## src/rtl/core/sm3_pkg.sv

```systemverilog
`default_nettype none

package sm3_pkg;

    localparam int ROUNDS = 64;
    localparam logic [31:0] T_LOW  = 32'h79CC4519;
    localparam logic [31:0] T_HIGH = 32'h7A879D8A;
    localparam logic [7:0]  PAD_BYTE = 8'h80;
    localparam int COUNT_W = 55;

    localparam logic [255:0] INIT_VALUE = {
        32'h7380166F, 32'h4914B2B9, 32'h172442D7, 32'hDA8A0600,
        32'hA96F30BC, 32'h163138AA, 32'hE38DEE4D, 32'hB0FB0E4E
    };

    typedef struct packed {
        logic [7:0] data_byte;
        logic       byte_valid;
        logic       end_of_message;
    } in_beat_t;

    typedef struct packed {
        logic [31:0] digest_word;
        logic [2:0]  word_index;
        logic        last_word;
    } out_beat_t;

    typedef enum logic [2:0] {
        ST_IDLE,
        ST_ROUND,
        ST_PAD,
        ST_FINAL,
        ST_OUT
    } state_t;

    // controller to datapath
    typedef struct packed {
        logic take_byte;    // store the input byte
        logic start;        // load schedule and working words
        logic round;        // run one round
        logic fold;         // xor working words into chaining value
        logic pad;          // write pad, zero fill and maybe length
        logic len_block;    // zero block and write length
        logic emit_next;    // advance output word
        logic clear_msg;    // back to initial value
    } cmd_t;

    // datapath to controller
    typedef struct packed {
        logic       block_full;   // this byte completes a block
        logic       pad_two;      // pad needs a second block
        logic       last_round;
        logic       last_out;
    } stat_t;

    function automatic logic [31:0] rotl(input logic [31:0] x, input logic [4:0] n);
        logic [63:0] d;
        d = {x, x} << n;
        return d[63:32];
    endfunction

    function automatic logic [31:0] p0(input logic [31:0] x);
        return x ^ rotl(x, 5'd9) ^ rotl(x, 5'd17);
    endfunction

    function automatic logic [31:0] p1(input logic [31:0] x);
        return x ^ rotl(x, 5'd15) ^ rotl(x, 5'd23);
    endfunction

endpackage

`default_nettype wire

```

## src/rtl/core/sm3_ctrl.sv

```systemverilog
`default_nettype none

module sm3_ctrl (
    input  wire logic             clk,
    input  wire logic             rst_n,
    input  wire sm3_pkg::in_beat_t in_data,
    input  wire logic             in_valid,
    output logic                  in_ready,
    output logic                  out_valid,
    input  wire logic             out_ready,
    input  wire sm3_pkg::stat_t   stat,
    output sm3_pkg::cmd_t         cmd
);
    import sm3_pkg::*;

    state_t state_reg, state_next;
    logic   final_reg, final_next;   // compressing a block that ends the message
    logic   two_reg, two_next;       // a length-only block follows
    logic   eom_reg, eom_next;       // pad pending after a full block
    logic   acc;

    assign acc = in_valid && in_ready;

    // next state
    always_comb
    begin
        state_next = state_reg;
        final_next = final_reg;
        two_next   = two_reg;
        eom_next   = eom_reg;
        case (state_reg)
            ST_IDLE:
                if (acc)
                begin
                    eom_next = in_data.end_of_message;
                    if (in_data.byte_valid && stat.block_full)
                    begin
                        final_next = 1'b0;
                        state_next = ST_ROUND;
                    end
                    else if (in_data.end_of_message)
                        state_next = ST_PAD;
                end
            ST_ROUND:
                if (stat.last_round)
                    state_next = ST_FINAL;
            ST_FINAL:
                if (final_reg && !two_reg)
                    state_next = ST_OUT;
                else if (final_reg && two_reg)
                begin
                    two_next   = 1'b0;
                    state_next = ST_ROUND;
                end
                else if (eom_reg)
                begin
                    eom_next   = 1'b0;
                    state_next = ST_PAD;
                end
                else
                    state_next = ST_IDLE;
            ST_PAD:
            begin
                final_next = 1'b1;
                two_next   = stat.pad_two;
                eom_next   = 1'b0;
                state_next = ST_ROUND;
            end
            ST_OUT:
                if (out_ready && stat.last_out)
                    state_next = ST_IDLE;
            default:
                state_next = ST_IDLE;
        endcase
    end

    // outputs
    always_comb
    begin
        cmd       = '0;
        in_ready  = (state_reg == ST_IDLE);
        out_valid = (state_reg == ST_OUT);
        case (state_reg)
            ST_IDLE:
            begin
                cmd.take_byte = acc && in_data.byte_valid;
                cmd.start     = acc && in_data.byte_valid && stat.block_full;
            end
            ST_ROUND:
                cmd.round = 1'b1;
            ST_FINAL:
            begin
                cmd.fold      = 1'b1;
                cmd.len_block = final_reg && two_reg;
                cmd.start     = final_reg && two_reg;
            end
            ST_PAD:
            begin
                cmd.pad   = 1'b1;
                cmd.start = 1'b1;
            end
            ST_OUT:
            begin
                cmd.emit_next = out_ready;
                cmd.clear_msg = out_ready && stat.last_out;
            end
            default:
                cmd = '0;
        endcase
    end

    always_ff @(posedge clk or negedge rst_n)
    begin
        if (!rst_n)
        begin
            state_reg <= ST_IDLE;
            final_reg <= 1'b0;
            two_reg   <= 1'b0;
            eom_reg   <= 1'b0;
        end
        else
        begin
            state_reg <= state_next;
            final_reg <= final_next;
            two_reg   <= two_next;
            eom_reg   <= eom_next;
        end
    end

    a_excl: assert property (@(posedge clk) disable iff (!rst_n)
        !(in_ready && out_valid))
        else $error("input and output open together");
    a_round_to_final: assert property (@(posedge clk) disable iff (!rst_n)
        (state_reg == ST_ROUND && stat.last_round) |=> state_reg == ST_FINAL)
        else $error("compression did not finish");
    a_pad_start: assert property (@(posedge clk) disable iff (!rst_n)
        (state_reg == ST_PAD) |=> (state_reg == ST_ROUND && final_reg))
        else $error("pad did not start final compression");

endmodule

`default_nettype wire

```

## config.mk

```make
export PLATFORM = sky130hd
export DESIGN_NAME = sm3_ctrl
export DESIGN_NICKNAME = d
export VERILOG_FILES = /design/src/rtl/core/sm3_pkg.sv /design/src/rtl/core/sm3_ctrl.sv
export SDC_FILE = /design/constraint.sdc
export NUM_CORES = 1
export LEC_CHECK = 0
export ABC_CLOCK_PERIOD_IN_PS = 1000
export BUFFER_PORTS_ARGS = -buffer_cell sky130_fd_sc_hd__buf_2
export CORE_AREA = 2 2 39 41
export CTS_BUF_LIST = sky130_fd_sc_hd__clkbuf_16
export DETAILED_ROUTE_END_ITERATION = 10
export DIE_AREA = 0 0 41 43
export HOLD_SLACK_MARGIN = 0.15
export PLACE_DENSITY = 0.78
export SLEW_MARGIN = 20
export SYNTH_ARGS = -nofsm -noshare
export SYNTH_HDL_FRONTEND = slang
export SYNTH_SLANG_ARGS = --single-unit
export TNS_END_PERCENT = 5
```

## constraint.sdc

```tcl
create_clock -name clk -period 1 [get_ports clk]
set_input_delay 0.2 -clock clk [delete_from_list [all_inputs] [get_ports clk]]
set_output_delay 0.2 -clock clk [all_outputs]
set_load 0.02 [all_outputs]
```

==> Word-level counts from Yosys, hierarchy flattened <==
Cells that the tools add are included.
{ "word_totals": {"ff_bits": 6, "rom_bits": 0, "memories": 0, "out_inout_bits": 10, "ramBits": 0, "wordCells": 58, "inputBits": 18, "latchBits": 0} }
{ "op_classes": {"eq_ne": 12, "n_reduce_logical": 16, "n_div": 0, "n_mux": 26, "n_bitwise": 0, "addsub": 0, "order_cmp": 0, "mul": 0, "shift": 0} }
{ "op_table": {"columns": ["operator", "n"], "rows": [
  ["$mux 3", 6],
  ["$pmux 3 s5", 1],
  ["$mux 1", 12],
  ["$ne 2x2->1 const B", 4],
  ["$reduce_and 4->1", 2],
  ["$logic_and 1x1->1", 7],
  ["$eq 3x2->1 const B", 2],
  ["$mux 2", 3],
  ["$ne 2x1->1 const B", 3],
  ["$pmux 1 s3", 2],
  ["$reduce_and 3->1", 2],
  ["$pmux 1 s2", 2],
  ["$reduce_bool 2->1", 2],
  ["$eq 3x1->1 const B", 1],
  ["$eq 3x3->1 const B", 1],
  ["$logic_not 3->1", 1],
  ["$ne 3x2->1 const B", 1],
  ["$reduce_bool 3->1", 1],
  ["$logic_not 1->1", 1]
]} }

==> Longest topological paths before layout <==
{ "logic_depth": {"ltp_word": 5, "mapped_depth": 4, "ltp_nobuf": 3} }

==> Least setup slack after synthesis <==
No wires, ideal clock.
{ "synth_timing": {"path_type": "register -> output", "startpoint": "register state_reg[2]", "endpoint": "output port cmd[2] (netlist bit)", "arrival_time_ps": 1373, "path_buffers": 2, "required_ps": 800, "path_stages_with_launch": 4, "path_slack_ps": -573, "cell_sequence": "dfrtp_1 > buf_6 > buf_2 > nor4_1"} }
{ "synth_rtl": {"columns": ["item", "line_no", "source"], "rows": [
  ["from (decl)", "sm3_ctrl.sv:16", "state_t state_reg, state_next;"],
  ["from (signal assigned)", "sm3_ctrl.sv:123", "state_reg <= state_next;"],
  ["to (decl)", "sm3_ctrl.sv:12", "output sm3_pkg::cmd_t cmd"]
]} }

==> results.md <==
- Outcome: finished with violations
- Failing checks: negative setup slack
- Final Critical Period: 1470 ps
- Drt total wl: around 1500 µm
- Placed Area: between 700 and 800 µm²
- Synth Register Bits: 6
- Synth warnings: 0
- Leakage: roughly 0.43 nW
- Mapped Cells: 51
- DRC: 0
- Mapped cell area: ~440 µm²
- Area growth syn-to-layout: 114%
- DIE WIDTH: around 40 µm
- Cells on worst reg2reg path: 5
- Post-synth net total: 69
- CTS Buf Count: 3
- Post-DRT Antenna Nets: 0
- Clk_skew: 1.85 ps
- CTS clk-pin slew, worst paths: 30 ps
- H-tree lvl count: 1
- CP required: 800 ps
- Reg2reg setup slack: -260 ps
- Die H: between 40 and 50 µm
- Setup Viol. Count Final: 15
- FF+latch area: 153 µm²
- Largest net degree at the start of global routing: 16
- Root Buffer: clkbuf_16
- Drt pass-1 iters: 2
- CTS Sinks: 6
- Gr usage total: 0.207
- CTS tree: yes
- Mean Syn Cell Area: 8.54 µm²
- Max IR drop VDD: between 2 and 2.5 mV
- Met3 Usage GRT: 0.0524
- Slew @ Worst Pin: 244 ps
- Cell taking the most area after synthesis: dfrtp_1
- GR Layer Usage met1: 0.235
- Pwr Density: between 3000 and 4000 nW/µm²
- FF-to-FF End: eom_reg
- Slew Viols, Final: 0
- Antenna Cells: 0
- R2R Path Start: state_reg[0]
- Top-area cell type share of the netlist area: 0.345
- Site Rows: 14
- Worst Path Arrival: approximately 1300 ps
- Type of the tightest min-delay check: input pin to flop
- Die Area: ~1800 µm²
- Initial Util: 0.315
- Max reg flops: 3
- Hpwl dp: approximately 1000 µm
- Clk Latency, worst-skew pair: 230 ps
- RSZ-0062 raised after global routing: yes
- Design area: 931 µm²
- CTS max path bufs: 2
- Ports: 28
- Hold Vio Cnt, Final: 0
- Hold Path Depth: 2
- Worst setup margin: -467 ps
- Final core occ: 0.673
- Busiest grt layer: met2
- Initial antenna violation count: 0
- Vias post-DR: approximately 530
- GPL Wtd Cong: ~0.73
- Sequential fraction of the synthesis area: 0.345
- Layout cells sized above 1: 0.693
- DRT iter0 DRCs: 4
- Port bufs: 19
- WL per Instance: 14.0 µm
- Met2 usage: 0.328
- Synth cell types: 27
- Max-cap violations: 0
- Endpoint type of the worst setup path: primary output
- Final period utilization: 1.47
- Multi-input gate area: between 300 and 400 µm²
- FMAX: slightly below 700 MHz
- Vias in the first global route: between 500 and 600
- Top post-synthesis cells by area: dfrtp_1, buf_4, a21oi_1, a311oi_1, nand3_1
- Critical path startpoint category: flop
- First-pass GRT wire length: roughly 2400 µm
- Crit path max fanout: 8
- Slew margin rel.: 0.836
- Crit path kind: flop to primary output
- Hold Crit Endpoint: two_reg
- DR vias/cell: 5.07
- Core Region: 1380 µm²
- HP Start: stat[2]
- Fillers: 105
- Total gr overflow: 0
- Fin nets: 108
worst max-delay path, cell delays in order (launching register included):
cell and delay [ps]:
dfrtp_2 480, nand4b_1 250, a21oi_2 160, buf_4 140
metrics by stage:
stage | setup TNS, ps | hold slack, ps | setup WS, ps | std cells | power (mW)
2_1_floorplan | -1600 | -95.6 | -196 | 51 | 1.67
3_3_place_gp | -3650 | 25.2 | -356 | 95 | 2.14
3_5_place_dp | -4270 | 29.7 | -406 | 95 | 2.19
4_1_cts | -5050 | 197 | -455 | 104 | 3.26
5_1_grt | -5820 | 203 | -519 | 104 | 3.57
6_report | -5160 | 200 | -467 | 104 | 3.37
cells in the final DEF (no fill, tap or decap), drive strengths merged, types with 2 or more instances in the layout:
| cell | synthesis | routed |
|---|---|---|
| inv | 4 | 4 |
| clkbuf | 0 | 3 |
| nand2 | 4 | 4 |
| a21oi | 4 | 4 |
| dfrtp | 6 | 6 |
| nand3 | 3 | 3 |
| nand2b | 2 | 2 |
| nor2 | 2 | 2 |
| o21ai | 4 | 4 |
| a311oi | 2 | 2 |
| buf | 5 | 38 |
| nor3 | 4 | 4 |
kinds of logic (layout without fill, tap and decap cells):
group,Yosys count,after routing,synth area share
flops,6,6,0.345
buf+inv,9,46,0.124
compound gates,14,14,0.218
simple gates,22,22,0.313
worst max path at each step:
stage                       from     end  slack [ps]  cells after the start
floorplan           state_reg[0]  cmd[2]        -200                      3
global placement    state_reg[0]  cmd[7]        -360                      3
detailed placement  state_reg[0]  cmd[7]        -410                      3
CTS                 state_reg[0]  cmd[7]        -450                      3
global route        state_reg[0]  cmd[6]        -520                      3
finish              state_reg[0]  cmd[6]        -470                      3
repair_timing:
action                                 4_1_cts  5_1_grt
resized for setup                           17        7
hold buffers                                 1        0
setup endpoints to repair                   16       16
endpoints found under the hold margin        6        0
pin swaps                                    2        0
buffers inserted                             5        0
metal layers:
| layer | share of wire | wire length (µm) | vias up |
|---|---|---|---|
| li1 | - | - | 260 |
| met1 | 0.40 | 583 | 243 |
| met2 | 0.51 | 741 | 20 |
| met3 | 0.061 | 89 | 4 |
| met4 | 0.026 | 38 | 0 |
| met5 | 0 | 0 | - |
cells in the mapped netlist:
cell      number
dfrtp_1        6
a21oi_1        4
nand2_1        4
buf_4          3
nand3_1        3
nor3_1         3
o21ai_1        3
a311oi_1       2
inv_1          2
inv_2          2
nand2b_1       2
nor2_1         2
a21o_1         1
a221oi_2       1
a22o_1         1
and3_1         1
and4bb_1       1
buf_2          1
buf_6          1
nand4b_1       1
nor2b_1        1
nor3_2         1
nor3b_2        1
nor4_1         1
nor4b_1        1
o21ai_0        1
o22ai_1        1
power breakdown:
| group | leakage (nW) | internal (mW) | switching [mW] | total [mW] |
|---|---|---|---|---|
| Sequential | 0.0709 | 0.366 | 0.161 | 0.528 |
| Combinational | 0.318 | 1.17 | 1.03 | 2.19 |
| Clock | 0.0370 | 0.513 | 0.136 | 0.650 |
area by class of cell:
cell class              count  share of cell area
clock buffers               3              0.0806
inverters                   4              0.0215
multi-input cells          36               0.368
flip-flops and latches      6               0.164
well taps                  16              0.0215
repair buffers             39               0.344
Note: power is estimated with default switching activity, not from simulation.
